`src/design/lcdfs_pkg.sv`:
```
package lcdfs_pkg;

  // Beat kinds carried on the input tuser
  localparam logic [1:0] MODE_READ  = 2'd0;
  localparam logic [1:0] MODE_WRITE = 2'd1;
  localparam logic [1:0] MODE_TICK  = 2'd2;
  localparam logic [1:0] MODE_DESC  = 2'd3;

  // Frame sequencer states
  localparam logic [1:0] FS_IDLE  = 2'd0;
  localparam logic [1:0] FS_START = 2'd1;
  localparam logic [1:0] FS_END   = 2'd2;
  localparam logic [1:0] FS_FETCH = 2'd3;

  // Register word indexes (byte offset >> 2)
  localparam logic [7:0] IDX_CTRL0   = 8'd0;
  localparam logic [7:0] IDX_CTRL3   = 8'd3;
  localparam logic [7:0] IDX_BRANCH0 = 8'd8;
  localparam logic [7:0] IDX_BRANCH1 = 8'd9;
  localparam logic [7:0] IDX_STATUS  = 8'd14;
  localparam logic [7:0] IDX_MISC0   = 8'd15;
  localparam logic [7:0] IDX_MISC2   = 8'd17;
  localparam logic [7:0] IDX_DESC0   = 8'd128;
  localparam logic [7:0] IDX_DESC4   = 8'd132;
  localparam logic [7:0] IDX_DESC7   = 8'd135;

  // Status bits
  localparam logic [15:0] STAT_SOF       = 16'h0002;
  localparam logic [15:0] STAT_QUICK_DIS = 16'h0080;
  localparam logic [15:0] STAT_EOF       = 16'h0100;
  localparam logic [15:0] STAT_BRANCH    = 16'h0200;

  localparam logic [15:0] MASK_BASE = 16'h7C8E;

  // Descriptor command bits
  localparam int unsigned CMD_SOF_BIT = 22;
  localparam int unsigned CMD_EOF_BIT = 21;

  typedef struct packed {
    logic [1:0]  mode;
    logic [9:0]  byte_offset;
    logic        word_access;
    logic [31:0] data_in;
  } item_t;

  typedef struct packed {
    logic [31:0] read_data;
    logic        irq;
    logic        fetch_request;
    logic [31:0] fetch_address;
  } result_t;

  // Interrupt mask rebuilt from a control register 0 write value
  function automatic logic [15:0] ctrl0_mask(input logic [31:0] v);
    logic [15:0] m;
    m = MASK_BASE;
    if (v[21]) m = m | 16'h0040;
    if (v[20]) m = m | 16'h0200;
    if (v[10]) m = m | 16'h0001;
    if (v[6])  m = m | 16'h0080;
    if (v[5])  m = m | 16'h0030;
    if (v[4])  m = m | 16'h0002;
    return m;
  endfunction

endpackage

```
`src/design/lcdfs_regs.sv`:
```
module lcdfs_regs (
  input  logic             clk,
  input  logic             rst_n,
  input  logic             proc,
  input  lcdfs_pkg::item_t item,
  output lcdfs_pkg::result_t res
);
  import lcdfs_pkg::*;

  logic [31:0] ctrl_r [4];
  logic [31:0] ctrl_nxt [4];
  logic [31:0] branch_r [2];
  logic [31:0] branch_nxt [2];
  logic [31:0] misc_r [3];
  logic [31:0] misc_nxt [3];
  logic [31:0] desc_r [8];
  logic [31:0] desc_nxt [8];
  logic [15:0] status_r, status_nxt;
  logic [15:0] mask_r, mask_nxt;
  logic        en_chg_r, en_chg_nxt;
  logic [1:0]  state_r, state_nxt;
  logic [1:0]  count_r, count_nxt;
  logic [31:0] base_r, base_nxt;

  logic [7:0]  idx;
  logic [7:0]  misc_off;
  logic [1:0]  misc_sel;
  logic [1:0]  count_inc;
  logic [31:0] rd;
  logic        req;
  logic [31:0] addr;

  assign idx       = item.byte_offset[9:2];
  assign misc_off  = idx - IDX_MISC0;
  assign misc_sel  = misc_off[1:0];
  assign count_inc = count_r + 2'd1;

  always_comb begin
    ctrl_nxt   = ctrl_r;
    branch_nxt = branch_r;
    misc_nxt   = misc_r;
    desc_nxt   = desc_r;
    status_nxt = status_r;
    mask_nxt   = mask_r;
    en_chg_nxt = en_chg_r;
    state_nxt  = state_r;
    count_nxt  = count_r;
    base_nxt   = base_r;
    rd         = '0;
    req        = 1'b0;
    addr       = '0;

    case (item.mode)
      MODE_READ: begin
        if (item.word_access) begin
          if (idx inside {[IDX_CTRL0:IDX_CTRL3]}) rd = ctrl_r[idx[1:0]];
          else if (idx inside {IDX_BRANCH0, IDX_BRANCH1}) rd = branch_r[idx[0]];
          else if (idx == IDX_STATUS) rd = {16'd0, status_r};
          else if (idx inside {[IDX_MISC0:IDX_MISC2]}) rd = misc_r[misc_sel];
          else if (idx inside {[IDX_DESC0:IDX_DESC7]}) rd = desc_r[idx[2:0]];
        end
      end
      MODE_WRITE: begin
        if (item.word_access) begin
          if (idx == IDX_CTRL0) begin
            if (ctrl_r[0][0] != item.data_in[0]) en_chg_nxt = 1'b1;
            ctrl_nxt[0] = item.data_in;
            mask_nxt    = ctrl0_mask(item.data_in);
          end else if (idx inside {[IDX_CTRL0:IDX_CTRL3]}) begin
            ctrl_nxt[idx[1:0]] = item.data_in;
          end else if (idx inside {IDX_BRANCH0, IDX_BRANCH1}) begin
            branch_nxt[idx[0]] = item.data_in;
          end else if (idx == IDX_STATUS) begin
            status_nxt = status_r & ~item.data_in[15:0];
          end else if (idx inside {[IDX_MISC0:IDX_MISC2]}) begin
            misc_nxt[misc_sel] = item.data_in;
          end else if (idx == IDX_DESC0) begin
            desc_nxt[0] = item.data_in;
          end else if (idx == IDX_DESC4) begin
            desc_nxt[4] = item.data_in;
          end
        end
      end
      MODE_TICK: begin
        if (state_r != FS_FETCH) begin
          // quick disable
          if (en_chg_r) begin
            en_chg_nxt = 1'b0;
            if (!ctrl_r[0][0]) begin
              status_nxt = status_nxt | STAT_QUICK_DIS;
              state_nxt  = FS_IDLE;
            end
          end
          if (ctrl_r[0][0]) begin
            case (state_r)
              FS_IDLE: begin
                if (branch_r[0][0]) begin
                  branch_nxt[0] = {branch_r[0][31:1], 1'b0};
                  if (branch_r[0][1]) status_nxt = status_nxt | STAT_BRANCH;
                  addr = {branch_r[0][31:4], 4'd0};
                end else begin
                  addr = desc_r[0];
                end
                base_nxt  = addr;
                count_nxt = 2'd0;
                state_nxt = FS_FETCH;
                req       = 1'b1;
              end
              FS_START: begin
                if (desc_r[3][CMD_SOF_BIT]) status_nxt = status_nxt | STAT_SOF;
                state_nxt = FS_END;
              end
              default: begin
                if (desc_r[3][CMD_EOF_BIT]) status_nxt = status_nxt | STAT_EOF;
                state_nxt = FS_IDLE;
              end
            endcase
          end
        end
      end
      default: begin
        if (state_r == FS_FETCH) begin
          desc_nxt[{1'b0, count_r}] = item.data_in;
          if (count_r == 2'd3) begin
            count_nxt = 2'd0;
            state_nxt = FS_START;
          end else begin
            count_nxt = count_inc;
            addr      = base_r + {28'd0, count_inc, 2'b00};
            req       = 1'b1;
          end
        end
      end
    endcase

    res.read_data     = rd;
    res.irq           = |(status_nxt & mask_nxt);
    res.fetch_request = req;
    res.fetch_address = addr;
  end

  always_ff @(posedge clk) begin
    if (!rst_n) begin
      ctrl_r   <= '{default: '0};
      branch_r <= '{default: '0};
      misc_r   <= '{default: '0};
      desc_r   <= '{default: '0};
      status_r <= '0;
      mask_r   <= MASK_BASE;
      en_chg_r <= 1'b0;
      state_r  <= FS_IDLE;
      count_r  <= '0;
      base_r   <= '0;
    end else if (proc) begin
      ctrl_r   <= ctrl_nxt;
      branch_r <= branch_nxt;
      misc_r   <= misc_nxt;
      desc_r   <= desc_nxt;
      status_r <= status_nxt;
      mask_r   <= mask_nxt;
      en_chg_r <= en_chg_nxt;
      state_r  <= state_nxt;
      count_r  <= count_nxt;
      base_r   <= base_nxt;
    end
  end

endmodule

```
`src/design/lcd_controller_registers_frame_seq_core.sv`:
```
// Channel | Dir | Handshake            | Payload
// in_     | in  | in_tvalid/in_tready   | tuser: mode[1:0]; tdata: byte_offset, word_access, data_in
// out_    | out | out_tvalid/out_tready | tdata: read_data, irq, fetch_request, fetch_address
//
// One beat per cycle sustained while out_tready is high; an accepted beat passes
// through the input register into the result register and leaves from there.
// All register and sequencer updates happen as a beat moves from the input
// register into the result register.
// rst_n is synchronous, active low; it restores the register reset values and
// idles the sequencer.
// A stalled output holds its beat; one more input beat is taken into the input
// register while the result waits, then in_tready drops.
module lcd_controller_registers_frame_seq_core (
  input  logic        clk,
  input  logic        rst_n,
  input  logic        in_tvalid,
  output logic        in_tready,
  input  logic [1:0]  in_tuser,   // [1:0] mode
  input  logic [47:0] in_tdata,   // [9:0] byte_offset, [10] word_access, [42:11] data_in
  output logic        out_tvalid,
  input  logic        out_tready,
  output logic [71:0] out_tdata   // [31:0] read_data, [32] irq, [33] fetch_request,
                                  // [65:34] fetch_address
);
  import lcdfs_pkg::*;

  logic    in_valid_r;
  item_t   in_item_r;
  logic    out_valid_r;
  result_t out_res_r;
  result_t res;
  logic    out_free;
  logic    proc;

  // Advance the held beat when the result register is empty or being drained
  assign out_free  = !out_valid_r || out_tready;
  assign proc      = in_valid_r && out_free;
  assign in_tready = !in_valid_r || out_free;

  always_ff @(posedge clk) begin
    if (!rst_n) begin
      in_valid_r <= 1'b0;
    end else if (in_tready) begin
      in_valid_r <= in_tvalid;
    end
  end

  // Capture the input beat; payload needs no reset
  always_ff @(posedge clk) begin
    if (in_tready && in_tvalid) begin
      in_item_r.mode        <= in_tuser;
      in_item_r.byte_offset <= in_tdata[9:0];
      in_item_r.word_access <= in_tdata[10];
      in_item_r.data_in     <= in_tdata[42:11];
    end
  end

  lcdfs_regs u_regs (
    .clk   (clk),
    .rst_n (rst_n),
    .proc  (proc),
    .item  (in_item_r),
    .res   (res)
  );

  always_ff @(posedge clk) begin
    if (!rst_n) begin
      out_valid_r <= 1'b0;
    end else if (out_free) begin
      out_valid_r <= in_valid_r;
    end
  end

  always_ff @(posedge clk) begin
    if (proc) begin
      out_res_r <= res;
    end
  end

  assign out_tvalid = out_valid_r;
  assign out_tdata  = {6'd0, out_res_r.fetch_address, out_res_r.fetch_request,
                       out_res_r.irq, out_res_r.read_data};

endmodule
```
`config.mk`:
```
export PLATFORM = sky130hd
export DESIGN_NAME = lcd_controller_registers_frame_seq_core
export DESIGN_NICKNAME = d
export VERILOG_FILES = /design/src/design/lcdfs_pkg.sv /design/src/design/lcdfs_regs.sv /design/src/design/lcd_controller_registers_frame_seq_core.sv
export SDC_FILE = /design/constraint.sdc
export NUM_CORES = 1
export LEC_CHECK = 0
export BUFFER_PORTS_ARGS = -buffer_cell sky130_fd_sc_hd__buf_4
export CAP_MARGIN = 0
export CORE_UTILIZATION = 50
export DETAILED_ROUTE_END_ITERATION = 10
export PLACE_DENSITY = 0.76
export RECOVER_POWER = 25
export SLEW_MARGIN = 15
export SYNTH_ARGS = -nofsm -noshare
export SYNTH_HDL_FRONTEND = slang
export SYNTH_HIERARCHICAL = 1
export SYNTH_SLANG_ARGS = --single-unit
```
`constraint.sdc`:
```
create_clock -name clk -period 18.85 [get_ports clk]
set_input_delay 0.9425 -clock clk [delete_from_list [all_inputs] [get_ports clk]]
set_output_delay 0.9425 -clock clk [all_outputs]
set_load 0.05 [all_outputs]
```
==> results by group <==
Drt
  – Drt initial violations: 3034
  – Routed wire length: 84700 µm
  – Residual DRC count: 0
  – ANT nets after route: 0
  – WL/cell: 22.63 µm
  – DR vias/cell: 6.309
  – DRT Pass-1 Iters: 8
  – Total number of vias: 23610

Floorplanning
  – Starting Density: 50.58%
  – Core Rows: 85
  – Core area: 53810 µm²
  – Die area: 55380 µm²
  – Number of top-level pins: 128
  – Die height: 235.3 µm
  – Die X: 235.3 µm

Pwr
  – Leakage Power: 9.610 nW
  – Cell Pwr Density: 92.13 nW/µm²
  – Maximum vdd drop: 0.06421 mV

Timing
  – Minimum clock period: 7.745 ns
  – Max Clk Rate: 129.1 MHz
  – Setup TNS: 0 ns
  – Slew HR: -182.0%
  – Final Hold Fails: 0
  – RSZ-0062 raised after global routing: no
  – Min setup slack post-route: 11.10 ns
  – Final-report max-slew violation count: 133
  – Period utilisation layout: 41.09%
  – Setup Skew: 0.02002 ns
  – Setup violations, final: 0
  – Slew at the pin closest to its max-slew limit: 4.230 ns

Worst setup path
  – Crit end category: register
  – Worst endpoint required time: 19.40 ns
  – Worst Path Arrival: 8.30 ns
  – WS Path Type: register to register
  – Crit start category: register
  – Critical path peak fanout: 75

Global route
  – Largest net degree at the start of global routing: 236
  – M2 GR Usage: 46.55%
  – Number of global-route vias before repair: 22140
  – GR Layer Usage met3: 5.875%
  – Antenna violations before repair: 0
  – First-pass GRT wire length: 127600 µm
  – GR Util met1: 39.07%
  – Most crowded layer after global routing: met2
  – GRT Total Usage: 29.45%
  – Grt ovf: 0

Layout
  – # nets final: 3070
  – Fin cells: 3743
  – Area Growth Syn to Fin: 9.630%
  – # diodes: 0
  – Share of cells above drive strength 1: 9.091%

Clocking
  – CTS resizes: 0
  – Deepest clock path buffer count: 3
  – Worst-skew pair later-pin latency: 0.64 ns
  – Num Clock Sinks: 628
  – CTS Buf Count: 61
  – H-tree Lvls: 2
  – Root Buffer: clkbuf_16
  – Hold-fix buffers, CTS: 0
  – Clock slew at reported path FFs: 0.06 ns
  – CTS tree: yes
  – Setup bufs post-CTS: 0

Status
  – Status: finished, violations left
  – Failing checks: capacitance limit, slew limit

Flow run
  – Max-cap violations: 3

Place
  – Port bufs: 114
  – Placed wire-length estimate: 52990 µm
  – DP Cell Count: 3630
  – Setup WS pre-CTS: 14.01 ns
  – RePlAce Congestion: 0.9152

Worst hold path
  – Min-delay worst type: register to register

Yosys
  – Netlist Area Pre-Place: 27220 µm²
  – YS warnings: 6
  – Syn Inst Count: 3065
  – Avg Cell Area, Syn: 8.881 µm²
worst max-delay path: stages (launching register included):
cell      delay [ns]
dfxtp_1         0.34
nor2b_1         0.19
nor2b_1         1.22
clkbuf_1        3.04
inv_1           1.02
nor2_1          0.83
and4_1          0.28
buf_4           0.39
nand2_1         0.12
a21oi_1         0.18
state kept, by name (all words and copies together), names as in the netlist:
signal / cells
u_regs/status_r: 16
u_regs/desc_r: 160
in_item_r: 43
u_regs/en_chg_r: 1
u_regs/misc_r: 96
u_regs/mask_r: 16
u_regs/ctrl_r: 128
u_regs/count_r: 2
out_tdata: 66
u_regs/branch_r: 64
u_regs/base_r: 32
u_regs/state_r: 2
in_valid_r: 1
out_tvalid: 1
worst paths after layout:
kind | startpoint | end | slack [ns] | depth (start not counted)
setup reg to reg | out_tvalid | u_regs/misc_r[90] | 11.10 | 9
setup / recovery | out_tvalid | u_regs/misc_r[90] | 11.10 | 9
hold reg to reg | u_regs/mask_r[1] | u_regs/mask_r[1] | 0.44 | 2
hold / removal | u_regs/mask_r[1] | u_regs/mask_r[1] | 0.44 | 2
final cells by class:
type | instances | area (µm²)
Sequential cell | 628 | 13660
Clock buffer | 105 | 1918
Clock inverter | 6 | 61.31
Multi-Input combinational cell | 2127 | 12290
Inverter | 19 | 78.83
Tap cell | 696 | 870.8
Fill cell | 4615 | 23970
Timing Repair Buffer | 162 | 954.7
cells in the final DEF, fill, tap and decap left out, types with 16 or more instances in the layout:
cell,count
a211oi_1,33
a21o_1,18
nor2_1,97
edfxtp_1,109
xor2_1,18
buf_4,46
o22ai_1,62
mux4_2,49
a21oi_1,474
nand4_1,26
nand3_1,77
dfxtp_1,518
a22o_1,41
nand2_1,843
clkbuf_1,97
clkbuf_4,41
mux2i_1,93
a32o_1,26
clkbuf_8,18
o21ai_0,28
inv_1,16
mux2_2,18
clkbuf_16,63
stage by stage:
| step | hold WS, ns | instance area (µm²) | total power [mW] | utilization, % |
|---|---|---|---|---|
| after floorplan | 0.4014 | 27240 | 1.519 | - |
| after global placement | 0.4223 | 28130 | 1.569 | 52.28 |
| after detailed placement | 0.4320 | 28130 | 1.571 | 52.28 |
| after CTS | 0.4471 | 30110 | 2.764 | 55.96 |
| after global routing | 0.4582 | 29840 | 2.818 | 55.45 |
| final | 0.4358 | 29840 | 2.750 | 55.45 |
power breakdown:
part / switching, mW / total (mW) / internal (mW)
combinational: 0.103 / 0.133 / 0.0298
clock: 0.512 / 1.21 / 0.697
sequential: 0.0289 / 1.41 / 1.38
routing by layer:
layer | wire length (µm) | vias up
met2 | 38660 | 1447
met5 | 0 | -
met1 | 32700 | 11360
li1 | - | 10560
met4 | 3818 | 0
met3 | 9520 | 245
(Power assumes the default switching activity.)
